### src/hw/rtl/hrse_pkg.sv
// Shared types, codes and helper functions of the hex record stream encoder.
package hrse_pkg;

  localparam int MaxRecord = 16;
  localparam int FillW = $clog2(MaxRecord + 1);
  localparam int BufIdxW = (MaxRecord > 1) ? $clog2(MaxRecord) : 1;
  // Byte index inside a record: four header bytes, the payload, the checksum.
  localparam int ByteIdxW = $clog2(MaxRecord + 5);

  localparam logic [1:0] ACT_START = 2'd0;
  localparam logic [1:0] ACT_DATA  = 2'd1;
  localparam logic [1:0] ACT_END   = 2'd2;

  localparam logic [7:0] REC_TYPE_DATA = 8'h00;
  localparam logic [7:0] REC_TYPE_EOF  = 8'h01;
  localparam logic [7:0] REC_TYPE_ELA  = 8'h04;

  localparam logic [6:0] CH_COLON = 7'h3A;
  localparam logic [6:0] CH_CR    = 7'h0D;
  localparam logic [6:0] CH_LF    = 7'h0A;

  localparam logic [4:0] RecLenReset = 5'd16;
  // Register index taken from the word address bit of the config port.
  localparam logic REG_RECORD_LENGTH = 1'b0;

  typedef struct packed {
    logic [1:0]  action;
    logic [31:0] address;
    logic [7:0]  data;
    logic        last;
  } in_item_t;

  typedef struct packed {
    logic [6:0] character;
    logic       final_res;
  } out_item_t;

  typedef enum logic [2:0] {
    ST_IDLE,
    ST_COLON,
    ST_HI,
    ST_LO,
    ST_CR,
    ST_LF
  } state_t;

  typedef enum logic [1:0] {
    REC_ELA,
    REC_DATA,
    REC_EOF
  } rec_kind_t;

  function automatic logic [6:0] hex_char(input logic [3:0] nib);
    logic [6:0] c;
    if (nib < 4'd10) begin
      c = 7'h30 + {3'd0, nib};
    end else begin
      c = 7'h37 + {3'd0, nib};
    end
    return c;
  endfunction

endpackage

### src/hw/rtl/hrse_apb_regs.sv
// Configuration register block: record length register with clamped limit output.
module hrse_apb_regs
  import hrse_pkg::*;
(
  input  logic             clk,
  input  logic             rst_n,
  input  logic             psel,
  input  logic             penable,
  input  logic             pwrite,
  input  logic [2:0]       paddr,
  input  logic [31:0]      pwdata,
  output logic [31:0]      prdata,
  output logic             pready,
  output logic [FillW-1:0] rec_limit
);

  logic [4:0] rec_len_r;
  logic [4:0] rec_len_nxt;
  logic       wr_en;

  assign pready = 1'b1;
  assign wr_en  = psel && penable && pwrite && (paddr[2] == REG_RECORD_LENGTH);

  always_comb begin
    rec_len_nxt = rec_len_r;
    if (wr_en) begin
      rec_len_nxt = pwdata[4:0];
    end
  end

  always_ff @(posedge clk) begin
    if (!rst_n) begin
      rec_len_r <= RecLenReset;
    end else begin
      rec_len_r <= rec_len_nxt;
    end
  end

  assign prdata = (paddr[2] == REG_RECORD_LENGTH) ? {27'd0, rec_len_r} : 32'd0;

  // A length of zero acts as one, anything above the buffer size as the buffer size.
  always_comb begin
    if (rec_len_r == 5'd0) begin
      rec_limit = FillW'(1);
    end else if (32'(rec_len_r) > MaxRecord) begin
      rec_limit = FillW'(MaxRecord);
    end else begin
      rec_limit = FillW'(rec_len_r);
    end
  end

endmodule

### src/hw/rtl/hex_record_stream_encoder.sv
// Intel HEX encoder top level: byte buffer, record sequencer and output register.
// A flush emits one character per cycle while out_stall is low: 13 + 2*n characters
// for a data record of n bytes, plus 17 when an extended linear address record comes
// first; the end item emits 13. The record sequencer and its shared checksum adder set
// this rate; no new item is taken while a record is emitted. Synchronous active-low
// reset clears all control state.
module hex_record_stream_encoder
  import hrse_pkg::*;
(
  input  logic        clk,
  input  logic        rst_n,
  input  logic        in_valid,
  output logic        in_stall,
  input  in_item_t    in_item,
  output logic        out_valid,
  input  logic        out_stall,
  output out_item_t   out_item,
  input  logic        psel,
  input  logic        penable,
  input  logic        pwrite,
  input  logic [2:0]  paddr,
  input  logic [31:0] pwdata,
  output logic [31:0] prdata,
  output logic        pready
);

  logic [FillW-1:0] rec_limit;

  hrse_apb_regs u_regs (
    .clk       (clk),
    .rst_n     (rst_n),
    .psel      (psel),
    .penable   (penable),
    .pwrite    (pwrite),
    .paddr     (paddr),
    .pwdata    (pwdata),
    .prdata    (prdata),
    .pready    (pready),
    .rec_limit (rec_limit)
  );

  state_t                state_r, state_nxt;
  rec_kind_t             kind_r, kind_nxt;
  logic [ByteIdxW-1:0]   idx_r, idx_nxt;
  logic [7:0]            sum_r, sum_nxt;
  logic [15:0]           upper_r, upper_nxt;
  logic [31:0]           naddr_r, naddr_nxt;
  logic [FillW-1:0]      fill_r, fill_nxt;
  logic [7:0]            buf_r [MaxRecord];
  logic                  out_valid_r, out_valid_nxt;
  out_item_t             out_item_r, out_item_nxt;

  logic                  in_acc;
  logic                  load;
  logic                  buf_we;
  logic [FillW-1:0]      fill_inc;
  logic [FillW-1:0]      pay_len;
  logic [ByteIdxW-1:0]   csum_idx;
  logic [ByteIdxW-1:0]   pay_idx;
  logic [7:0]            cur_byte;
  logic [7:0]            len_byte;
  logic [7:0]            ahi_byte;
  logic [7:0]            alo_byte;
  logic [7:0]            type_byte;

  assign in_stall  = (state_r != ST_IDLE);
  assign in_acc    = in_valid && !in_stall;
  assign load      = !out_valid_r || !out_stall;
  assign out_valid = out_valid_r;
  assign out_item  = out_item_r;

  assign fill_inc = (32'(fill_r) < MaxRecord) ? fill_r + FillW'(1) : fill_r;
  assign buf_we   = in_acc && (in_item.action == ACT_DATA) && (32'(fill_r) < MaxRecord);

  // Byte selection for the record being emitted.
  always_comb begin
    len_byte  = 8'd0;
    ahi_byte  = 8'd0;
    alo_byte  = 8'd0;
    type_byte = REC_TYPE_EOF;
    pay_len   = '0;
    case (kind_r)
      REC_ELA: begin
        len_byte  = 8'd2;
        type_byte = REC_TYPE_ELA;
        pay_len   = FillW'(2);
      end
      REC_DATA: begin
        len_byte  = 8'(fill_r);
        ahi_byte  = naddr_r[15:8];
        alo_byte  = naddr_r[7:0];
        type_byte = REC_TYPE_DATA;
        pay_len   = fill_r;
      end
      default: begin
        len_byte  = 8'd0;
        type_byte = REC_TYPE_EOF;
        pay_len   = '0;
      end
    endcase
  end

  assign csum_idx = ByteIdxW'(pay_len) + ByteIdxW'(4);
  assign pay_idx  = idx_r - ByteIdxW'(4);

  always_comb begin
    case (idx_r)
      ByteIdxW'(0): cur_byte = len_byte;
      ByteIdxW'(1): cur_byte = ahi_byte;
      ByteIdxW'(2): cur_byte = alo_byte;
      ByteIdxW'(3): cur_byte = type_byte;
      default: begin
        if (idx_r == csum_idx) begin
          cur_byte = 8'd0 - sum_r;
        end else if (kind_r == REC_ELA) begin
          cur_byte = pay_idx[0] ? naddr_r[23:16] : naddr_r[31:24];
        end else begin
          cur_byte = buf_r[pay_idx[BufIdxW-1:0]];
        end
      end
    endcase
  end

  always_comb begin
    state_nxt     = state_r;
    kind_nxt      = kind_r;
    idx_nxt       = idx_r;
    sum_nxt       = sum_r;
    upper_nxt     = upper_r;
    naddr_nxt     = naddr_r;
    fill_nxt      = fill_r;
    out_valid_nxt = out_valid_r;
    out_item_nxt  = out_item_r;

    if (load) begin
      out_valid_nxt = (state_r != ST_IDLE);
      out_item_nxt.final_res = 1'b0;
    end

    unique case (state_r)
      ST_IDLE: begin
        if (in_acc) begin
          case (in_item.action)
            ACT_START: begin
              naddr_nxt = in_item.address;
              upper_nxt = 16'd0;
              fill_nxt  = '0;
            end
            ACT_DATA: begin
              fill_nxt = fill_inc;
              if ((fill_inc >= rec_limit) || in_item.last) begin
                idx_nxt   = '0;
                state_nxt = ST_COLON;
                if (naddr_r[31:16] != upper_r) begin
                  upper_nxt = naddr_r[31:16];
                  kind_nxt  = REC_ELA;
                end else begin
                  kind_nxt  = REC_DATA;
                end
              end
            end
            ACT_END: begin
              fill_nxt  = '0;
              kind_nxt  = REC_EOF;
              idx_nxt   = '0;
              state_nxt = ST_COLON;
            end
            default: begin
              state_nxt = ST_IDLE;
            end
          endcase
        end
      end
      ST_COLON: begin
        if (load) begin
          out_item_nxt.character = CH_COLON;
          sum_nxt   = 8'd0;
          idx_nxt   = '0;
          state_nxt = ST_HI;
        end
      end
      ST_HI: begin
        if (load) begin
          out_item_nxt.character = hex_char(cur_byte[7:4]);
          state_nxt = ST_LO;
        end
      end
      ST_LO: begin
        if (load) begin
          out_item_nxt.character = hex_char(cur_byte[3:0]);
          sum_nxt = sum_r + cur_byte;
          if (idx_r == csum_idx) begin
            state_nxt = ST_CR;
          end else begin
            idx_nxt   = idx_r + ByteIdxW'(1);
            state_nxt = ST_HI;
          end
        end
      end
      ST_CR: begin
        if (load) begin
          out_item_nxt.character = CH_CR;
          state_nxt = ST_LF;
        end
      end
      ST_LF: begin
        if (load) begin
          out_item_nxt.character = CH_LF;
          out_item_nxt.final_res = (kind_r != REC_ELA);
          if (kind_r == REC_ELA) begin
            // The address record is always followed by the data record.
            kind_nxt  = REC_DATA;
            state_nxt = ST_COLON;
          end else begin
            if (kind_r == REC_DATA) begin
              naddr_nxt = naddr_r + 32'(fill_r);
              fill_nxt  = '0;
            end
            state_nxt = ST_IDLE;
          end
        end
      end
      default: begin
        state_nxt = ST_IDLE;
      end
    endcase
  end

  always_ff @(posedge clk) begin
    if (!rst_n) begin
      state_r     <= ST_IDLE;
      kind_r      <= REC_EOF;
      idx_r       <= '0;
      sum_r       <= 8'd0;
      upper_r     <= 16'd0;
      naddr_r     <= 32'd0;
      fill_r      <= '0;
      out_valid_r <= 1'b0;
    end else begin
      state_r     <= state_nxt;
      kind_r      <= kind_nxt;
      idx_r       <= idx_nxt;
      sum_r       <= sum_nxt;
      upper_r     <= upper_nxt;
      naddr_r     <= naddr_nxt;
      fill_r      <= fill_nxt;
      out_valid_r <= out_valid_nxt;
    end
  end

  always_ff @(posedge clk) begin
    out_item_r <= out_item_nxt;
    if (buf_we) begin
      buf_r[fill_r[BufIdxW-1:0]] <= in_item.data;
    end
  end

endmodule

### config.mk
export PLATFORM = sky130hd
export DESIGN_NAME = hex_record_stream_encoder
export DESIGN_NICKNAME = d
export VERILOG_FILES = /design/src/hw/rtl/hrse_pkg.sv /design/src/hw/rtl/hrse_apb_regs.sv /design/src/hw/rtl/hex_record_stream_encoder.sv
export SDC_FILE = /design/constraint.sdc
export NUM_CORES = 1
export LEC_CHECK = 0
export BUFFER_PORTS_ARGS = -buffer_cell sky130_fd_sc_hd__buf_2
export CORE_MARGIN = 2
export CORE_UTILIZATION = 50
export CTS_CLUSTER_DIAMETER = 40
export CTS_CLUSTER_SIZE = 30
export DETAILED_ROUTE_END_ITERATION = 8
export HOLD_SLACK_MARGIN = 0.12
export PLACE_DENSITY_LB_ADDON = 0.15
export SYNTH_ARGS = -nofsm -noshare
export SYNTH_HDL_FRONTEND = slang
export SYNTH_SLANG_ARGS = --single-unit
### constraint.sdc
create_clock -name clk -period 3.6 [get_ports clk]
set_clock_uncertainty 0.15 [all_clocks]
set_input_delay 0.36 -clock clk [delete_from_list [all_inputs] [get_ports clk]]
set_output_delay 0.36 -clock clk [all_outputs]
set_load 0.02 [all_outputs]
==> summary.md, run 1 <==
| Metric | Value |
|---|---|
| Status | finished with violations |
| Failing checks | setup timing |
| Design area | 13850 µm² |
| Yosys top cell area share | 36.22% |
| Clk slew on worst S/H paths | 0.07 ns |
| Dpl hpwl | 19.95 mm |
| Detailed Routing Iterations Pass 1 | 5 |
| Met1 usage | 32.65% |
| Initial antenna violation count | 0 |
| GR Util met3 | 3.157% |
| Simple-gate area share of the yosys netlist | 14.70% |
| Cell area after synthesis | 11270 µm² |
| GRT Residual Overflow | 0 |
| Met2 Use GR | 41.49% |
| Flop pwr share | 39.2% |
| Final Worst Setup Slack | -0.01528 ns |
| Power Dens Cells | 498.1 nW/µm² |
| Synth Area in Compound Gates | 14.47% |
| # rows | 54 |
| Cells after DPL | 1432 |
| Fraction of layout instances using a drive strength above 1 | 21.42% |
| Post-route setup TNS | -0.02785 ns |
| 1st-iter DRT viols | 705 |
| Seq/Total Area, Yosys | 49.89% |
| Mux cell area share after synthesis | 7.957% |
| DP Area | 12210 µm² |
| Sw frac | 26.00% |
| Die height | 154.2 µm |
| Synth area leaders | edfxtp_1, dfxtp_1, mux2i_1 |
| Clock sink count | 213 |
| Most instantiated cells after synthesis | edfxtp_1, nor2_1, dfxtp_1, a21oi_1, nand2_1 |
| Area of the core | 21960 µm² |
| Clock root buffer | clkbuf_16 |
| Area growth, synth to finish | 22.81% |
| Via count | 8738 |
| Clock buffer depth | 3 |
| Seq cells post-synth | 213 |
| CTS Buf Count | 34 |
| Busiest grt layer | met2 |
| Req. time, crit path | 3.81 ns |
| Final setup viols | 2 |
| Fmax | 276.6 MHz |
| I/O pin total | 128 |
| Port Buffer Count | 70 |
| Worst hold margin | 0.1300 ns |
| Worst-Skew Late Latency | 0.52 ns |
| Tightest Hold Check Type | input pin to register |
| Final Max Slew Viols | 0 |
| Die Width | 154.2 µm |
| Worst Path Max Fanout | 5 |
| Vias per inst | 5.707 |
| Nets | 1349 |
| Cell with the most instances after synthesis | edfxtp_1 |
| Initial core utilization | 51.34% |
| Main synth FF type | edfxtp_1 |
| Xor/xnor share of the synthesized area | 3.107% |
| Gate Count Post-Synth | 1070 |
| DR WL/cell | 19.06 µm |
| Worst ir drop on vdd | 0.4810 mV |
| Leakage power | 0.005148 µW |
| Relative max-transition margin | 32.66% |
| Largest family of logic cells by synthesized area | simple AND/OR/NAND/NOR gates |
| Global-route wire length before repair | 45.62 mm |
| ANT nets after route | 0 |
| Unique masters post-synth | 76 |
| Worst Tran Pin Value | 1.004 ns |
| Tcrit/Tclk final | 100.4% |
| Die area | 23770 µm² |
| Crit end category | register |
| Residual DRC | 0 |
| CP Data Arrival Time | 3.82 ns |
| Clock network power share | 47.8% |
| Fin. Hold Viols | 0 |
| Total track usage | 24.51% |
| Startpoint Class | register |
| TritonCTS clock tree | done |
| Cell Count, Final, Fillers Out | 1531 |
| Max Cap Viol | 0 |
| Post-route minimum period | 3.615 ns |
| Vias in the first global route | 8456 |
| Ys Warns | 0 |
| CTS H-tree lvls | 2 |
| Logic gate share of total power | 13.0% |
| Final wirelength | 29.18 mm |
| Internal cell power | 5104 µW |
| Worst setup path class | register to register |
| Post-Synth Adder-Cell Area | 4.239% |
| Syn_area_per_cell | 10.54 µm² |
| Largest net degree at the start of global routing | 52 |
| Number of synthesized flops with an enable pin | 136 |
| Yosys top cell by area | edfxtp_1 |
| Routability Congestion | 0.8540 |
| Asr flop ratio synth | 0% |
| Post-Place Worst Slack | -0.2320 ns |
| RSZ-0062 raised after global routing | true |
| Sw Pwr | 1793 µW |
| Antenna Cells | 0 |
## placed cells by master, fill, tap and decap left out, types with 27 or more instances in the layout
master / synthesis / routed
inv_1: 34 / 29
buf_4: 31 / 79
edfxtp_1: 136 / 136
nand2_1: 60 / 59
mux2i_1: 45 / 45
dlygate4sd3_1: 0 / 34
xnor2_1: 35 / 35
buf_2: 11 / 70
ha_1: 35 / 31
conb_1: 2 / 28
nor2_1: 109 / 107
a22oi_1: 27 / 27
clkbuf_16: 0 / 35
a21oi_1: 75 / 71
o21ai_0: 42 / 38
nand3_1: 43 / 43
dfxtp_1: 77 / 75
## sequential cells by signal, indices dropped and copies added, names as in the netlist, named ones only
register,flops
out_valid,1
upper_r,16
naddr_r,32
kind_r,2
fill_r,5
sum_r,8
idx_r,5
u_regs.rec_len_r,5
state_r,3
buf_r,128
out_item,7
## layer usage
metal / share of wire (%) / wire length, µm
met4: 2.6 / 771
met5: 0 / 0
met2: 49 / 14190
met3: 4.8 / 1399
met1: 44 / 12810
## through the flow
step	util (%)	power, µW
after floorplan	-	3324
after global placement	55.60	3575
after detailed placement	55.60	3584
after CTS	62.97	6925
after global routing	63.05	7126
final	63.05	6896
## timing repair
item	in CTS	in global routing
pin swaps	15	11
hold buffers	34	0
endpoints found under the setup margin	5	7
resized for setup	15	6
buffers inserted	5	0
endpoints found under the hold margin	130	0
## power groups by stage
stage | registers (µW) | logic (µW) | clock network [µW]
finish | 2700 | 896 | 3300
detailed placement | 2750 | 834 | 0
global route | 2710 | 970 | 3450
global placement | 2750 | 825 | 0
CTS | 2700 | 886 | 3340
floorplan | 2730 | 593 | 0
## logic make-up (layout without fill, tap and decap cells)
group                    count (synthesis)  after routing
XOR/XNOR                                40             40
AO/OA/AOI/OAI                          248            248
adder cells (fa/ha/maj)                 37             37
flip-flops                             213            213
AND/OR/NAND/NOR                        338            338
other                                    2             28
buffers and inverters                  126            281
multiplexers                            66             66
## path summary, 6_finish.rpt
path | start | to | slack, ns | depth (start not counted)
setup / recovery | kind_r[1]$_SDFFE_PN1P_ | sum_r[6]$_SDFFE_PN0P_ | -0.02 | 19
hold / removal | in_item[6] | buf_r[1][5]$_DFFE_PP_ | 0.13 | 1
hold reg to reg | upper_r[9]$_SDFFE_PN0P_ | upper_r[9]$_SDFFE_PN0P_ | 0.33 | 2
setup reg to reg | kind_r[1]$_SDFFE_PN1P_ | sum_r[6]$_SDFFE_PN0P_ | -0.02 | 19
## worst max-delay path: stages, from the launching register on
cell,delay (ns)
dfxtp_2,0.32
and2b_2,0.23
and2_4,0.15
ha_4,0.25
xor2_1,0.16
a31oi_1,0.06
and4b_2,0.26
o21ai_4,0.12
and3_4,0.24
o22a_1,0.18
inv_2,0.06
buf_4,0.13
fa_2,0.37
a21oi_2,0.13
o21bai_1,0.10
a21o_1,0.17
a21oi_2,0.12
xnor2_1,0.07
a22oi_1,0.14
nor2_1,0.05
## cell type report
| cell class | instances | area (µm²) |
|---|---|---|
| clock buffers | 40 | 904.6 |
| clock inverters | 20 | 265.3 |
| fillers | 1754 | 8113 |
| inverters | 35 | 131.4 |
| multi-input cells | 757 | 5229 |
| flip-flops and latches | 213 | 5630 |
| well taps | 280 | 350.3 |
| repair buffers | 186 | 1335 |
Note: power is estimated with default switching activity, not from simulation.
==> run 2: changes to the inputs <==
CTS_BUF_LIST = sky130_fd_sc_hd__clkbuf_16   (was not set)
PLACE_DENSITY = 0.73   (was not set)
PLACE_DENSITY_LB_ADDON = not set   (was 0.15)
==> summary.md, run 2 (synthesized netlist as in run 1, its figures left out) <==
| Metric | Value |
|---|---|
| Worst Path Max Fanout | 5 (unchanged) |
| Relative max-transition margin | 33.14% (was 32.66%) |
| Post-Place Worst Slack | -0.1235 ns (was -0.2320 ns) |
| Largest net degree at the start of global routing | 38 (was 52) |
| Die area | 23770 µm² (unchanged) |
| Residual DRC | 0 (unchanged) |
| RSZ-0062 raised after global routing | true (unchanged) |
| Crit-path max cell delay | 0.37 ns (about the same) |
| Worst Tran Pin Value | 0.9969 ns (was 1.004 ns) |
| CTS H-tree lvls | 1 (was 2) |
| Power Total | 6482 µW (was 6896 µW) |
| CTS Buf Count | 30 (was 34) |
| Dpl hpwl | 19.69 mm (was 19.95 mm) |
| GRT Residual Overflow | 0 (unchanged) |
| Tightest Hold Check Type | input pin to register (unchanged) |
| TritonCTS clock tree | done (unchanged) |
| CP Data Arrival Time | 3.80 ns (was 3.82 ns) |
| Worst r2r dst | sum_r[6]$_SDFFE_PN0P_ (unchanged) |
| GR Util met3 | 3.579% (was 3.157%) |
| Initial antenna violation count | 0 (unchanged) |
| Die height | 154.2 µm (unchanged) |
| Leakage power | 0.005177 µW (was 0.005148 µW) |
| Worst ir drop on vdd | 0.4012 mV (was 0.4810 mV) |
| CP cell instances | and2b_2 > and2_4 > ha_4 > xor2_1 > a31oi_1 > and4b_2 > o21ai_4 > mux2i_1 > o21a_1 > inv_2 > ha_4 > fa_2 > a21oi_2 > o21bai_1 > a21o_1 > a21oi_2 > xnor2_1 > a22oi_1 > nor2_1 (was and2b_2 > and2_4 > ha_4 > xor2_1 > a31oi_1 > and4b_2 > o21ai_4 > and3_4 > o22a_1 > inv_2 > buf_4 > fa_2 > a21oi_2 > o21bai_1 > a21o_1 > a21oi_2 > xnor2_1 > a22oi_1 > nor2_1) |
| Worst-Skew Late Latency | 0.56 ns (was 0.52 ns) |
| Clk slew on worst S/H paths | 0.05 ns (was 0.07 ns) |
| Total track usage | 24.55% (was 24.51%) |
| Most common cell after layout, fill and taps aside | edfxtp_1 (unchanged) |
| Final wirelength | 29.27 mm (was 29.18 mm) |
| Post-route minimum period | 3.562 ns (was 3.615 ns) |
| Final Max Slew Viols | 0 (unchanged) |
| Clock buffer depth | 3 (unchanged) |
| DR WL/cell | 18.86 µm (was 19.06 µm) |
| Via count | 9034 (was 8738) |
| Status | completed (was finished with violations) |
| # rows | 54 (unchanged) |
| Cells after DPL | 1445 (was 1432) |
| Vias in the first global route | 8625 (was 8456) |
| Global-route wire length before repair | 46.58 mm (was 45.62 mm) |
| Crit path max-delay cell type | fa_2 (unchanged) |
| Crit end category | register (unchanged) |
| Hold Path Depth | 5 (was 1) |
| Startpoint Class | register (unchanged) |
| Fillers | 1694 (was 1754) |
| Area growth, synth to finish | 23.20% (was 22.81%) |
| Req. time, crit path | 3.84 ns (was 3.81 ns) |
| Final setup viols | 0 (was 2) |
| Post-route setup TNS | 0 ns (was -0.02785 ns) |
| Clock root buffer | clkbuf_16 (unchanged) |
| Vias per inst | 5.821 (was 5.707) |
| Final Core Density | 63.26% (was 63.05%) |
| Reg-to-reg critical path startpoint | kind_r[1]$_SDFFE_PN1P_ (unchanged) |
| 1st-iter DRT viols | 875 (was 705) |
| Fmax | 280.7 MHz (was 276.6 MHz) |
| Worst Reg2Reg Path Length in Cells | 19 (unchanged) |
| Met2 Use GR | 41.73% (was 41.49%) |
| Hold EP | naddr_r[26]$_SDFFE_PN0P_ (was buf_r[1][5]$_DFFE_PP_) |
| Max FFs per register | 128 (unchanged) |
| Final Worst Setup Slack | 0.03781 ns (was -0.01528 ns) |
| Commonest cells after routing, fill and taps aside | edfxtp_1, nor2_1, buf_4, dfxtp_1, a21oi_1 (unchanged) |
| Fraction of layout instances using a drive strength above 1 | 21.54% (was 21.42%) |
| Detailed Routing Iterations Pass 1 | 5 (unchanged) |
| Busiest grt layer | met2 (unchanged) |
| Reg-to-reg slack, setup | 0.04 ns (was -0.02 ns) |
| Worst setup path startpoint | kind_r[1]$_SDFFE_PN1P_ (unchanged) |
| Port Buffer Count | 70 (unchanged) |
| Worst setup path class | register to register (unchanged) |
| Cell Count, Final, Fillers Out | 1552 (was 1531) |
| Nets | 1370 (was 1349) |
| Antenna Cells | 0 (unchanged) |
| Tcrit/Tclk final | 98.95% (was 100.4%) |
| Fin. Hold Viols | 0 (unchanged) |
| Met1 usage | 32.64% (was 32.65%) |
| I/O pin total | 128 (unchanged) |
| Die Width | 154.2 µm (unchanged) |
| Area of the core | 21960 µm² (unchanged) |
| Routability Congestion | 0.8801 (was 0.8540) |
| Clock sink count | 213 (unchanged) |
| Power Dens Cells | 466.7 nW/µm² (was 498.1 nW/µm²) |
| Max Cap Viol | 0 (unchanged) |
| Hold path startpoint | in_item[35] (was in_item[6]) |
| ANT nets after route | 0 (unchanged) |
| Initial core utilization | 51.34% (unchanged) |
run 2: worst max-delay path, delay by kind of cell, from the launching register on:
kind / cells / cell delay [ns]
buffers and inverters: 1 / 0.06
flip-flops: 1 / 0.33
XOR/XNOR: 2 / 0.20
multiplexers: 1 / 0.17
adder cells (fa/ha/maj): 3 / 0.76
AO/OA/AOI/OAI: 8 / 1.06
AND/OR/NAND/NOR: 4 / 0.70
run 2: final cells by class:
cell class              instances  area (µm²)  area share [%]
multi-input cells             757        5225           37.61
well taps                     280       350.3           2.522
flip-flops and latches        213        5630           40.53
repair buffers                211        1560           11.23
clock buffers                  30       750.7           5.404
clock inverters                26       242.7           1.747
inverters                      35       131.4          0.9458
run 2: repair_timing:
| action | in CTS | in global routing |
|---|---|---|
| endpoints found under the setup margin | 4 | 10 |
| buffers inserted | 3 | 3 |
| endpoints found under the hold margin | 165 | 0 |
| pin swaps | 13 | 8 |
| resized for setup | 6 | 13 |
| hold buffers | 46 | 0 |
run 2: stage by stage:
step	instance area, µm²	hold WS [ns]
floorplan	11410	0.3079
global placement	12300	0.3171
detailed placement	12300	0.3214
CTS	13820	0.1365
global route	13890	0.1576
finish	13890	0.1458
run 2: per-layer routing:
| layer | wire length, µm | vias to the layer above |
|---|---|---|
| li1 | - | 4283 |
| met1 | 12500 | 4336 |
| met2 | 14000 | 350 |
| met3 | 1854 | 65 |
| met4 | 907 | 0 |
| met5 | 0 | - |
run 2: where the power goes:
part	total [µW]	internal [µW]	leakage, µW	switching [µW]
clock network	2850	1650	0.000490	1200
registers	2700	2640	0.00184	59.4
logic	932	423	0.00284	509
run 2: worst max-delay path by stage:
stage	end	slack (ns)
finish	sum_r[6]$_SDFFE_PN0P_	0.04
global placement	sum_r[6]$_SDFFE_PN0P_	-0.06
floorplan	sum_r[6]$_SDFFE_PN0P_	-0.12
detailed placement	sum_r[6]$_SDFFE_PN0P_	-0.12
global route	sum_r[7]$_SDFFE_PN0P_	-0.17
CTS	sum_r[6]$_SDFFE_PN0P_	-0.002
